--- config.mk ---
export PLATFORM = sky130hd
export DESIGN_NAME = ntc_code_to_millidegree_top_flat
export DESIGN_NICKNAME = d
export VERILOG_FILES = /design/src/ntc_c2m_pkg.sv /design/src/ntc_c2m_in_if.sv /design/src/ntc_c2m_out_if.sv /design/src/ntc_c2m_ctrl.sv /design/src/ntc_c2m_search.sv /design/src/ntc_c2m_interp.sv /design/src/ntc_code_to_millidegree_top.sv /design/src/flat_wrapper.sv
export SDC_FILE = /design/constraint.sdc
export NUM_CORES = 1
export LEC_CHECK = 0
export BUFFER_PORTS_ARGS = -buffer_cell sky130_fd_sc_hd__buf_2
export CAP_MARGIN = 30
export CORE_MARGIN = 2
export CORE_UTILIZATION = 30
export DETAILED_ROUTE_END_ITERATION = 12
export PLACE_DENSITY = 0.52
export RECOVER_POWER = 100
export SYNTH_ARGS = -nofsm -noshare
export SYNTH_HDL_FRONTEND = slang
export SYNTH_HIERARCHICAL = 1
export SYNTH_SLANG_ARGS = --single-unit
--- constraint.sdc ---
create_clock -name i_clk -period 7.12 [get_ports i_clk]
set_input_delay 1.068 -clock i_clk [delete_from_list [all_inputs] [get_ports i_clk]]
set_output_delay 1.068 -clock i_clk [all_outputs]
set_load 0.02 [all_outputs]
--- src/ntc_c2m_pkg.sv ---
package ntc_c2m_pkg;

    // Field widths
    localparam int CODE_W = 16;
    localparam int TEMP_W = 19;

    // Breakpoint table
    localparam int STORED_POINTS      = 40;
    localparam int TABLE_POINTS_DEF   = 40;
    localparam int BASE_MILLI         = -40000;
    localparam int STEP_MILLI         = 5000;

    localparam logic [CODE_W-1:0] NTC_CODES [STORED_POINTS] = '{
        16'd7,   16'd10,  16'd14,  16'd19,  16'd26,  16'd35,  16'd47,  16'd61,
        16'd79,  16'd102, 16'd128, 16'd159, 16'd196, 16'd236, 16'd281, 16'd330,
        16'd381, 16'd433, 16'd486, 16'd538, 16'd588, 16'd636, 16'd680, 16'd721,
        16'd758, 16'd791, 16'd820, 16'd846, 16'd869, 16'd888, 16'd905, 16'd920,
        16'd933, 16'd945, 16'd955, 16'd963, 16'd970, 16'd977, 16'd983, 16'd4096
    };

    // Segment index and interpolation widths (widest span is 3113 codes)
    localparam int SEG_W       = 6;
    localparam int SPAN_W      = 12;
    localparam int D_W         = 12;
    localparam int RECIP_SHIFT = 16;
    localparam int MUL_NUM     = STEP_MILLI << RECIP_SHIFT;
    localparam int MUL_W       = 27;
    localparam int NUM_W       = 24;
    localparam int Q_W         = 13;
    localparam int QS_W        = Q_W + SPAN_W;

    // Pipeline depth
    localparam int STAGES = 7;

    typedef struct packed {
        logic [STAGES-1:0] en;
    } t_pipe_en;

    typedef struct packed {
        logic [CODE_W-1:0] code;
        logic [SEG_W-1:0]  seg;
        logic              lo_clamp;
        logic              hi_clamp;
    } t_seg_beat;

endpackage

--- src/ntc_c2m_in_if.sv ---
interface ntc_c2m_in_if;
    logic                             valid;
    logic                             ready;
    logic [ntc_c2m_pkg::CODE_W-1:0]   raw_code;

    modport source (output valid, output raw_code, input ready);
    modport sink   (input valid, input raw_code, output ready);
endinterface

--- src/ntc_c2m_out_if.sv ---
interface ntc_c2m_out_if;
    logic                                valid;
    logic                                ready;
    logic signed [ntc_c2m_pkg::TEMP_W-1:0] temp_millideg;
    logic                                clamped;

    modport source (output valid, output temp_millideg, output clamped, input ready);
    modport sink   (input valid, input temp_millideg, input clamped, output ready);
endinterface

--- src/ntc_c2m_ctrl.sv ---
module ntc_c2m_ctrl (
    input  logic                  i_clk,
    input  logic                  i_rst_n,
    input  logic                  i_in_valid,
    input  logic                  i_out_ready,
    output logic                  o_in_ready,
    output logic                  o_out_valid,
    output ntc_c2m_pkg::t_pipe_en o_en
);

    logic [ntc_c2m_pkg::STAGES-1:0] r_vld;
    logic [ntc_c2m_pkg::STAGES-1:0] n_vld;
    logic [ntc_c2m_pkg::STAGES-1:0] w_en;

    // A stage loads when it is empty or its beat moves on; bubbles collapse
    always_comb begin
        w_en[ntc_c2m_pkg::STAGES-1] = !r_vld[ntc_c2m_pkg::STAGES-1] || i_out_ready;
        for (int k = ntc_c2m_pkg::STAGES - 2; k >= 0; k--) begin
            w_en[k] = !r_vld[k] || w_en[k+1];
        end
    end

    always_comb begin
        n_vld = r_vld;
        if (w_en[0]) begin
            n_vld[0] = i_in_valid;
        end
        for (int k = 1; k < ntc_c2m_pkg::STAGES; k++) begin
            if (w_en[k]) begin
                n_vld[k] = r_vld[k-1];
            end
        end
    end

    always_ff @(posedge i_clk) begin
        if (!i_rst_n) begin
            r_vld <= '0;
        end else begin
            r_vld <= n_vld;
        end
    end

    assign o_en.en     = w_en;
    assign o_in_ready  = w_en[0];
    assign o_out_valid = r_vld[ntc_c2m_pkg::STAGES-1];

endmodule

--- src/ntc_c2m_search.sv ---
module ntc_c2m_search #(
    parameter int POINTS = ntc_c2m_pkg::STORED_POINTS
) (
    input  logic                              i_clk,
    input  ntc_c2m_pkg::t_pipe_en             i_en,
    input  logic [ntc_c2m_pkg::CODE_W-1:0]    i_raw_code,
    output ntc_c2m_pkg::t_seg_beat            o_beat
);

    // One compare per inner breakpoint
    localparam int GT_W = (POINTS > 2) ? POINTS - 2 : 1;

    logic [ntc_c2m_pkg::CODE_W-1:0] r_code;
    logic [GT_W-1:0]                r_gt;
    logic [GT_W-1:0]                n_gt;
    logic                           r_lo_clamp;
    logic                           r_hi_clamp;
    logic [GT_W+1:0]                w_pad;
    logic [ntc_c2m_pkg::SEG_W-1:0]  n_seg;
    ntc_c2m_pkg::t_seg_beat         r_beat;

    // Stage 0: compare the code against every used breakpoint at once
    always_comb begin
        for (int j = 0; j < GT_W; j++) begin
            n_gt[j] = (POINTS > 2) && (i_raw_code > ntc_c2m_pkg::NTC_CODES[j+1]);
        end
    end

    always_ff @(posedge i_clk) begin
        if (i_en.en[0]) begin
            r_code     <= i_raw_code;
            r_gt       <= n_gt;
            r_lo_clamp <= (i_raw_code <= ntc_c2m_pkg::NTC_CODES[0]);
            r_hi_clamp <= (i_raw_code > ntc_c2m_pkg::NTC_CODES[POINTS-1]);
        end
    end

    // Stage 1: thermometer to segment index; the table rises, so one edge only
    assign w_pad = {1'b0, r_gt, 1'b1};

    always_comb begin
        n_seg = '0;
        for (int j = 0; j <= GT_W; j++) begin
            if (w_pad[j] && !w_pad[j+1]) begin
                n_seg = n_seg | ntc_c2m_pkg::SEG_W'(j + 1);
            end
        end
    end

    always_ff @(posedge i_clk) begin
        if (i_en.en[1]) begin
            r_beat.code     <= r_code;
            r_beat.seg      <= n_seg;
            r_beat.lo_clamp <= r_lo_clamp;
            r_beat.hi_clamp <= r_hi_clamp;
        end
    end

    assign o_beat = r_beat;

endmodule

--- src/ntc_c2m_interp.sv ---
module ntc_c2m_interp #(
    parameter int POINTS = ntc_c2m_pkg::STORED_POINTS
) (
    input  logic                                   i_clk,
    input  ntc_c2m_pkg::t_pipe_en                  i_en,
    input  ntc_c2m_pkg::t_seg_beat                 i_beat,
    output logic signed [ntc_c2m_pkg::TEMP_W-1:0]  o_temp_millideg,
    output logic                                   o_clamped
);

    localparam int SEG_N   = 1 << ntc_c2m_pkg::SEG_W;
    localparam int HI_TEMP = ntc_c2m_pkg::BASE_MILLI + ntc_c2m_pkg::STEP_MILLI * (POINTS - 1);
    localparam int TW      = ntc_c2m_pkg::TEMP_W;

    // Per-segment constants: lower code, span and scaled reciprocal
    logic [ntc_c2m_pkg::CODE_W-1:0] w_lo   [SEG_N];
    logic [ntc_c2m_pkg::SPAN_W-1:0] w_span [SEG_N];
    logic [ntc_c2m_pkg::MUL_W-1:0]  w_mul  [SEG_N];

    for (genvar g = 0; g < SEG_N; g++) begin : g_seg
        if (g >= 1 && g < ntc_c2m_pkg::STORED_POINTS) begin : g_on
            localparam int SPAN = int'(ntc_c2m_pkg::NTC_CODES[g])
                                - int'(ntc_c2m_pkg::NTC_CODES[g-1]);
            localparam int MUL  = ntc_c2m_pkg::MUL_NUM / SPAN;
            assign w_lo[g]   = ntc_c2m_pkg::NTC_CODES[g-1];
            assign w_span[g] = ntc_c2m_pkg::SPAN_W'(SPAN);
            assign w_mul[g]  = ntc_c2m_pkg::MUL_W'(MUL);
        end else begin : g_off
            assign w_lo[g]   = '0;
            assign w_span[g] = '0;
            assign w_mul[g]  = '0;
        end
    end

    // Stage 2: segment lookup and offset into segment
    logic [ntc_c2m_pkg::CODE_W-1:0]   w_diff;
    logic [ntc_c2m_pkg::D_W-1:0]      r2_d;
    logic [ntc_c2m_pkg::SPAN_W-1:0]   r2_span;
    logic [ntc_c2m_pkg::MUL_W-1:0]    r2_mul;
    logic signed [TW-1:0]             r2_base;
    logic                             r2_lo;
    logic                             r2_hi;

    assign w_diff = i_beat.code - w_lo[i_beat.seg];

    always_ff @(posedge i_clk) begin
        if (i_en.en[2]) begin
            r2_d    <= w_diff[ntc_c2m_pkg::D_W-1:0];
            r2_span <= w_span[i_beat.seg];
            r2_mul  <= w_mul[i_beat.seg];
            r2_base <= TW'(ntc_c2m_pkg::BASE_MILLI
                         + ntc_c2m_pkg::STEP_MILLI * (int'(i_beat.seg) - 1));
            r2_lo   <= i_beat.lo_clamp;
            r2_hi   <= i_beat.hi_clamp;
        end
    end

    // Stage 3: numerator and reciprocal estimate of the quotient
    logic [ntc_c2m_pkg::D_W+ntc_c2m_pkg::MUL_W-1:0] w_prod;
    logic [ntc_c2m_pkg::NUM_W-1:0]  w_num;
    logic [ntc_c2m_pkg::NUM_W-1:0]  r3_num;
    logic [ntc_c2m_pkg::Q_W-1:0]    r3_q0;
    logic [ntc_c2m_pkg::SPAN_W-1:0] r3_span;
    logic signed [TW-1:0]           r3_base;
    logic                           r3_lo;
    logic                           r3_hi;

    assign w_prod = {{ntc_c2m_pkg::MUL_W{1'b0}}, r2_d}
                  * {{ntc_c2m_pkg::D_W{1'b0}}, r2_mul};
    assign w_num  = {{(ntc_c2m_pkg::NUM_W - ntc_c2m_pkg::D_W){1'b0}}, r2_d}
                  * ntc_c2m_pkg::NUM_W'(ntc_c2m_pkg::STEP_MILLI);

    always_ff @(posedge i_clk) begin
        if (i_en.en[3]) begin
            r3_num  <= w_num;
            r3_q0   <= w_prod[ntc_c2m_pkg::RECIP_SHIFT +: ntc_c2m_pkg::Q_W];
            r3_span <= r2_span;
            r3_base <= r2_base;
            r3_lo   <= r2_lo;
            r3_hi   <= r2_hi;
        end
    end

    // Stage 4: back-multiply the estimate
    logic [ntc_c2m_pkg::QS_W-1:0]   w_qs;
    logic [ntc_c2m_pkg::QS_W-1:0]   r4_qs;
    logic [ntc_c2m_pkg::NUM_W-1:0]  r4_num;
    logic [ntc_c2m_pkg::Q_W-1:0]    r4_q0;
    logic [ntc_c2m_pkg::SPAN_W-1:0] r4_span;
    logic signed [TW-1:0]           r4_base;
    logic                           r4_lo;
    logic                           r4_hi;

    assign w_qs = {{ntc_c2m_pkg::SPAN_W{1'b0}}, r3_q0}
                * {{ntc_c2m_pkg::Q_W{1'b0}}, r3_span};

    always_ff @(posedge i_clk) begin
        if (i_en.en[4]) begin
            r4_qs   <= w_qs;
            r4_num  <= r3_num;
            r4_q0   <= r3_q0;
            r4_span <= r3_span;
            r4_base <= r3_base;
            r4_lo   <= r3_lo;
            r4_hi   <= r3_hi;
        end
    end

    // Stage 5: remainder; estimate is exact or one short
    logic [ntc_c2m_pkg::QS_W-1:0]   w_rem_full;
    logic [ntc_c2m_pkg::SPAN_W:0]   w_rem;
    logic                           w_ge;
    logic [ntc_c2m_pkg::Q_W-1:0]    r5_q;
    logic                           r5_rnz;
    logic signed [TW-1:0]           r5_base;
    logic                           r5_lo;
    logic                           r5_hi;

    assign w_rem_full = {{(ntc_c2m_pkg::QS_W - ntc_c2m_pkg::NUM_W){1'b0}}, r4_num} - r4_qs;
    assign w_rem      = w_rem_full[ntc_c2m_pkg::SPAN_W:0];
    assign w_ge       = (w_rem >= {1'b0, r4_span});

    always_ff @(posedge i_clk) begin
        if (i_en.en[5]) begin
            r5_q    <= w_ge ? r4_q0 + ntc_c2m_pkg::Q_W'(1) : r4_q0;
            r5_rnz  <= w_ge ? (w_rem != {1'b0, r4_span}) : (w_rem != '0);
            r5_base <= r4_base;
            r5_lo   <= r4_lo;
            r5_hi   <= r4_hi;
        end
    end

    // Stage 6: add segment base or pick the clamp value; a negative inexact result truncates up
    logic signed [TW-1:0] w_sum;
    logic signed [TW-1:0] r6_temp;
    logic                 r6_clamped;

    assign w_sum = r5_base
                 + signed'({{(TW - ntc_c2m_pkg::Q_W){1'b0}}, r5_q})
                 + signed'({{(TW - 1){1'b0}}, r5_base[TW-1] & r5_rnz});

    always_ff @(posedge i_clk) begin
        if (i_en.en[6]) begin
            if (r5_lo) begin
                r6_temp <= TW'(ntc_c2m_pkg::BASE_MILLI);
            end else if (r5_hi) begin
                r6_temp <= TW'(HI_TEMP);
            end else begin
                r6_temp <= w_sum;
            end
            r6_clamped <= r5_lo | r5_hi;
        end
    end

    assign o_temp_millideg = r6_temp;
    assign o_clamped       = r6_clamped;

endmodule

--- src/ntc_code_to_millidegree_top.sv ---
// NTC code to millidegree converter.
// Input channel i_in carries one 16-bit converter code per beat; output
// channel o_out carries the temperature in millidegrees Celsius (19-bit
// signed) and a clamp flag. Both use valid/ready; a beat moves when both
// are high.
// Codes at or below the first breakpoint give -40000, codes above the last
// used breakpoint give that breakpoint's temperature; both raise clamped.
// Within a segment the value is interpolated and truncated toward zero.
// From input beat to output beat a code passes compare, segment encode,
// table lookup, reciprocal multiply, back-multiply, remainder fix and base
// add, in that order. One beat per cycle is sustained while the receiver
// holds ready high, and then the seven pipeline registers each take a new
// beat every cycle.
// When the receiver holds ready low the output register keeps its beat and
// earlier stages keep filling any empty slots; i_in.ready drops only once
// every stage is full. Nothing is lost or repeated.
// Reset clears all stage valid bits; no table or clearing pass is needed.
module ntc_code_to_millidegree_top #(
    parameter int TABLE_POINTS = ntc_c2m_pkg::TABLE_POINTS_DEF
) (
    input  logic                 i_clk,
    input  logic                 i_rst_n,
    ntc_c2m_in_if.sink           i_in,
    ntc_c2m_out_if.source        o_out
);

    // Usable breakpoints: at least two, at most the stored table
    localparam int POINTS = (TABLE_POINTS > ntc_c2m_pkg::STORED_POINTS)
                          ? ntc_c2m_pkg::STORED_POINTS
                          : ((TABLE_POINTS < 2) ? 2 : TABLE_POINTS);
    localparam int HI_TEMP = ntc_c2m_pkg::BASE_MILLI
                           + ntc_c2m_pkg::STEP_MILLI * (POINTS - 1);

    ntc_c2m_pkg::t_pipe_en   w_en;
    ntc_c2m_pkg::t_seg_beat  w_beat;
    logic                    w_in_ready;
    logic                    w_out_valid;

    // Stage valids and load enables
    ntc_c2m_ctrl u_ctrl (
        .i_clk       (i_clk),
        .i_rst_n     (i_rst_n),
        .i_in_valid  (i_in.valid),
        .i_out_ready (o_out.ready),
        .o_in_ready  (w_in_ready),
        .o_out_valid (w_out_valid),
        .o_en        (w_en)
    );

    // Breakpoint search
    ntc_c2m_search #(.POINTS(POINTS)) u_search (
        .i_clk      (i_clk),
        .i_en       (w_en),
        .i_raw_code (i_in.raw_code),
        .o_beat     (w_beat)
    );

    // Interpolation
    ntc_c2m_interp #(.POINTS(POINTS)) u_interp (
        .i_clk           (i_clk),
        .i_en            (w_en),
        .i_beat          (w_beat),
        .o_temp_millideg (o_out.temp_millideg),
        .o_clamped       (o_out.clamped)
    );

    assign i_in.ready  = w_in_ready;
    assign o_out.valid = w_out_valid;

    // A clamped beat carries one of the two end temperatures
    a_clamp_value: assert property (@(posedge i_clk) disable iff (!i_rst_n)
        (o_out.valid && o_out.clamped) |->
            (o_out.temp_millideg == ntc_c2m_pkg::TEMP_W'(ntc_c2m_pkg::BASE_MILLI) ||
             o_out.temp_millideg == ntc_c2m_pkg::TEMP_W'(HI_TEMP)))
        else $error("clamped beat with inner temperature");

    // Interpolated results stay inside the table's range
    a_range: assert property (@(posedge i_clk) disable iff (!i_rst_n)
        (o_out.valid && !o_out.clamped) |->
            (o_out.temp_millideg >= ntc_c2m_pkg::TEMP_W'(ntc_c2m_pkg::BASE_MILLI) &&
             o_out.temp_millideg <= ntc_c2m_pkg::TEMP_W'(HI_TEMP)))
        else $error("interpolated temperature out of range");

    // An empty output register means the pipe can take a beat
    a_ready_free: assert property (@(posedge i_clk) disable iff (!i_rst_n)
        !o_out.valid |-> i_in.ready)
        else $error("input stalled with empty output");

    // Nothing is presented straight after reset
    a_reset_empty: assert property (@(posedge i_clk)
        $past(!i_rst_n) |-> !o_out.valid)
        else $error("output valid after reset");

endmodule

--- src/flat_wrapper.sv ---
// flat-port wrapper written by rule: the top's interface ports become plain ports
module ntc_code_to_millidegree_top_flat 
#(
    parameter int TABLE_POINTS = ntc_c2m_pkg::TABLE_POINTS_DEF
)
  (i_clk, i_rst_n, i_in_valid, i_in_raw_code, i_in_ready, o_out_valid, o_out_temp_millideg, o_out_clamped, o_out_ready);
  ntc_c2m_in_if i_in_i ();
  ntc_c2m_out_if o_out_i ();
  input  logic i_clk;
  input  logic i_rst_n;
  input wire logic [$bits(i_in_i.valid)-1:0] i_in_valid;
  input wire logic [$bits(i_in_i.raw_code)-1:0] i_in_raw_code;
  output wire logic [$bits(i_in_i.ready)-1:0] i_in_ready;
  output wire logic [$bits(o_out_i.valid)-1:0] o_out_valid;
  output wire logic [$bits(o_out_i.temp_millideg)-1:0] o_out_temp_millideg;
  output wire logic [$bits(o_out_i.clamped)-1:0] o_out_clamped;
  input wire logic [$bits(o_out_i.ready)-1:0] o_out_ready;
  assign i_in_i.valid = i_in_valid;
  assign i_in_i.raw_code = i_in_raw_code;
  assign i_in_ready = i_in_i.ready;
  assign o_out_valid = o_out_i.valid;
  assign o_out_temp_millideg = o_out_i.temp_millideg;
  assign o_out_clamped = o_out_i.clamped;
  assign o_out_i.ready = o_out_ready;
  ntc_code_to_millidegree_top #(.TABLE_POINTS(TABLE_POINTS)) u_core (.i_clk(i_clk), .i_rst_n(i_rst_n), .i_in(i_in_i), .o_out(o_out_i));
endmodule
==> run metrics, run 1 <==
std cell rows 107; final wirelength between 60000 and 70000 um; antenna fix cells 0; final std cells w/o fill 3690; mean routed wirelength per cell between 15 and 20 um; final hold vios 0; number of warnings issued by yosys 6; Post-DRT Antenna Nets 0; Slew headroom -136.9%; DIE HEIGHT a little under 300 um; Fmax 156.1 MHz; Total Routing Usage GR around 14%; Hold Path Stages 0; clk_lat worst skew 0.55 ns; Setup CP Type reg2reg; area of the core around 85000 um^2; via count 17.31k; Max Root-Sink Buffers 3; actual slew at the worst max-slew pin 3.554 ns; Starting DRT DRC Count roughly 1.2k; part of the cycle the worst path needs 89.95%; worst min path class reg2reg; TritonCTS clock tree built; P&R area growth vs syn 9.397%; setup repair after global routing missed its margin false; Critical Path AT 6.69 ns; Clock H-tree levels 2; r2r startpoint u_core/u_interp/r2_d[0]$_DFFE_PP_; clock slew at reported path FFs 0.06 ns; layout cells sized above 1 roughly 3.9%; cells after synthesis 2531; DP Wirelength 45080 um; Post-Synthesis Cell Area 25660 um^2; total CTS buffers 35; Max FO, Critical Path 16; number of global-route vias before repair 17.72k; Slew Viols, Final 202; port bufs 41; # hold bufs at CTS 0; dpl cells between 3k and 4k; via/cell ratio 4.692; Max Clock Skew 0.02345 ns; RD Place Congestion 0.8850; fin crit period approximately 6.4 ns; hold_sp u_core/u_search/r_code[4]$_DFFE_PP_; failing checks capacitance limit, slew limit; die width 296.5 um; DRC 0; initial antenna violation count 0; clock root cell clkbuf_16; setup_tns 0 ns; r2r worst-path depth 19; Final nets 2976; outcome complete, but fails checks; max-cap violations 5; setup violators final 0; first drt pass iteration count 5; Critical path origin u_core/u_interp/r2_d[0]$_DFFE_PP_; syn avg cell area 10.14 um^2; Resize count post-CTS 0; Req. time, crit path around 7.4 ns; Initial Util 30.18%; io pins 42; Post-CTS Setup Repair Bufs 0; largest net degree at the start of global routing 80; hold slack between 0.4 and 0.5 ns; global-route wire length before repair 98730 um; critical path endpoint category flop; full die area between 80000 and 90000 um^2; grt ovf 0; Clock Sinks 304; startpoint types flop; Mapped Nets roughly 3k
-- registers in the layout (all words and copies together) (netlist names), 7 cells and up --
name / cells
u_core/u_interp/r4_q0: 13
u_core/u_interp/r4_num: 10
u_core/u_interp/r4_base: 16
u_core/u_interp/r2_span: 7
u_core/u_interp/r5_base: 16
u_core/u_search/r_code: 12
u_core/u_interp/r3_base: 16
u_core/u_interp/r4_span: 7
u_core/u_interp/r2_base: 16
u_core/u_interp/o_temp_millideg: 19
u_core/u_search/o_beat: 20
u_core/u_interp/r3_num: 10
u_core/u_interp/r5_q: 13
u_core/u_interp/r2_d: 12
u_core/u_interp/r3_q0: 13
u_core/u_interp/r3_span: 7
u_core/u_interp/r2_mul: 27
u_core/u_search/r_gt: 38
u_core/u_interp/r4_qs: 13
u_core/u_ctrl/r_vld: 7
-- area by class of cell --
cell class	instances	area, um^2
Clock buffer	39	890.9
Clock inverter	25	246.5
Fill cell	8707	56940
Inverter	399	1498
Multi-Input combinational cell	1704	14580
Sequential cell	304	9059
Tap cell	1144	1431
Timing Repair Buffer	75	367.9
-- stage by stage --
stage | utilization (%) | cell area [um^2] | worst slack [ns]
detailed placement | 31.85 | 27080 | 0.7475
finish | 33.02 | 28070 | 0.7157
global route | 33.02 | 28070 | 0.2585
CTS | 33.19 | 28220 | 0.7441
global placement | 31.82 | 27050 | 0.8826
floorplan | - | 25660 | 1.441
-- layer usage --
| layer | vias to the layer above | global-route usage (%) | wire length [um] |
|---|---|---|---|
| li1 | 8342 | - | - |
| met1 | 8458 | 19.33 | 27640 |
| met2 | 408 | 23.48 | 28260 |
| met3 | 105 | 1.786 | 2691 |
| met4 | 0 | 4.447 | 1902 |
| met5 | - | 0 | 0 |
-- worst max-delay path, cell delays in order (launching register included) --
cell	delay, ns
edfxtp_1	0.93
clkbuf_1	0.84
nand2_1	0.16
fa_1	0.55
inv_1	0.06
fa_1	0.47
fa_1	0.49
inv_1	0.05
fa_1	0.52
inv_1	0.04
ha_1	0.33
a21o_1	0.18
a21o_1	0.17
a21oi_1	0.21
nor3b_1	0.08
a21oi_1	0.32
a311oi_1	0.22
a21oi_1	0.27
o21bai_1	0.10
xnor2_1	0.13
-- path summary, 6_finish.rpt --
kind,to,slack [ns]
hold reg to reg,u_core/u_search/o_beat[12]$_DFFE_PP_,0.41
setup / recovery,u_core/u_interp/r3_q0[12]$_DFFE_PP_,0.72
hold / removal,u_core/u_search/o_beat[12]$_DFFE_PP_,0.41
setup reg to reg,u_core/u_interp/r3_q0[12]$_DFFE_PP_,0.72
-- cell usage in the layout, fill, tap and decap left out, drive strengths merged, types with 12 or more instances in the layout --
cell	instances
o21a	12
nand3	32
inv	401
nor3	31
edfxtp	297
nand2	383
fa	258
nand2b	13
buf	27
clkbuf	87
o21ai	91
nor2b	24
clkinv	16
a31oi	20
or2	12
ha	179
xnor2	91
o21bai	16
a21o	30
nand4	13
xor2	44
and2	100
o211ai	16
a21oi	107
nor2	85
Power of run 1 is not shown: default switching activity piles up to over one toggle a cycle in this logic, so the estimate is an artifact.
==> run 2, diff against run 1 <==
- clock period: 7.12 -> 5.95 ns (I/O delays scaled with it)
==> run 2 against run 1 <==
The flow still finishes with violations (capacitance limit, slew limit). Wire length hardly changed. Sequential cell count stayed put. Clock skew is 0.0090 ns higher.
==> run metrics, run 2 (synthesis results as in run 1) <==
via/cell ratio 4.680; actual slew at the worst max-slew pin between 3 and 4 ns; r2r worst-path depth 20; P&R area growth vs syn 11.44%; layout cells sized above 1 6.038%; total CTS buffers 34; Max FO, Critical Path 6; outcome complete, but fails checks; std cell rows 107; Hold Path Stages 0; Req. time, crit path 6.27 ns; mean routed wirelength per cell 16.15 um; clock root cell clkbuf_16; io pins 42; Post-DRT Antenna Nets 0; TritonCTS clock tree built; initial antenna violation count 1; M1 WL 28000 um; final wirelength 60480 um; number of global-route vias before repair 17.97k; Setup CP Type reg2reg; full die area between 80000 and 90000 um^2; RD Place Congestion 0.9223; max-cap violations 3; clock slew at reported path FFs roughly 0.060 ns; area of the core 85010 um^2; Biggest register u_core/u_search/r_gt; Reg2Reg Setup Slack 0.30 ns; Total Routing Usage GR 14.14%; first drt pass iteration count 5; Max Clock Skew 0.03249 ns; critical path endpoint category flop; worst min path class reg2reg; failing checks capacitance limit, slew limit; Max Root-Sink Buffers 3; Post-DP Area 27400 um^2; antenna fix cells 0; fillers 8706; setup violators final 0; die width 296.5 um; DP Wirelength between 40000 and 50000 um; Slew Viols, Final 138; hold slack 0.4025 ns; Fmax 177.1 MHz; setup repair after global routing missed its margin true; max reg flops 38; global-route wire length before repair 98740 um; via count 17.52k; most common cell after layout, fill and taps aside inv_1; routed wl met3 2602 um; final std cells w/o fill ~3.7k; grt ovf 0; WL met2 28340 um; fin crit period 5.647 ns; DIE HEIGHT 296.5 um; Clock Sinks 304; Slew headroom -129.5%; startpoint types flop; clk_lat worst skew 0.57 ns; largest net degree at the start of global routing 79; Starting DRT DRC Count around 1.3k; most frequent cells in the layout 398 x inv_1, 383 x nand2_1, 297 x edfxtp_1; part of the cycle the worst path needs 94.90%; Initial Util 30.18%; Critical Path AT 5.97 ns; Top Metal Used met4; port bufs 41; dpl cells 3662; DRC 0; Clock H-tree levels 2; Final Cell Area between 20000 and 30000 um^2; Final nets 3035; final hold vios 0
==> run 2: cell types whose count changed in the layout (fill, tap and decap cells not counted), sizes merged <==
cell | previous run | this run
buf | 27 | 87
clkinv | 16 | 12
inv | 401 | 398
bufinv | 3 | 4
==> run 2: area by class of cell <==
type / instances / area, um^2 / share of cell area (%)
Multi-Input combinational cell: 1704 / 14580 / 50.98
Sequential cell: 304 / 9059 / 31.68
Inverter: 399 / 1498 / 5.238
Tap cell: 1144 / 1431 / 5.006
Timing Repair Buffer: 135 / 878.3 / 3.072
Clock buffer: 39 / 869.6 / 3.041
Clock inverter: 19 / 281.5 / 0.9846
==> run 2: path summary, 6_finish.rpt <==
path / from / to
worst min-delay path: u_core/u_interp/r2_lo$_DFFE_PP_ / u_core/u_interp/r3_lo$_DFFE_PP_
worst min register to register: u_core/u_interp/r2_lo$_DFFE_PP_ / u_core/u_interp/r3_lo$_DFFE_PP_
worst max-delay path: u_core/u_interp/r2_d[9]$_DFFE_PP_ / u_core/u_interp/r3_q0[12]$_DFFE_PP_
worst max register to register: u_core/u_interp/r2_d[9]$_DFFE_PP_ / u_core/u_interp/r3_q0[12]$_DFFE_PP_
==> run 2: per-stage QoR <==
step	setup TNS [ns]	setup slack, ns	util (%)
final	0	0.3032	33.63
after global routing	0	0.007148	33.63
after floorplan	0	0.2709	-
after global placement	-0.005313	-0.005313	32.20
after CTS	0	0.01635	33.60
after detailed placement	-0.06999	-0.05308	32.23
==> run 2: metal layers <==
metal / track usage (%) / vias up
li1: - / 8458
met1: 19.38 / 8571
met2: 23.27 / 395
met3: 2.040 / 98
met4: 3.979 / 0
met5: 0 / -
==> run 2: critical path, cell delays in order (launching register included) <==
cell      delay (ns)
edfxtp_1        0.47
buf_2           0.22
nand2_1         0.08
fa_1            0.49
fa_1            0.57
inv_1           0.06
fa_1            0.44
fa_1            0.52
fa_1            0.49
ha_1            0.32
a21o_1          0.19
a21o_1          0.17
a221oi_1        0.27
o21ai_1         0.14
buf_4           0.18
a21oi_2         0.16
buf_4           0.14
a311oi_2        0.10
a21oi_1         0.21
o21bai_1        0.09
xnor2_1         0.12
==> run 2: what timing repair did <==
item / 4_1_cts / 5_1_grt
gates resized for setup: 0 / 5
endpoints found under the setup margin: 1 / 4
setup buffers: 2 / 22
hold buffers: 0 / 0
Power of run 2 is left out for the same reason.
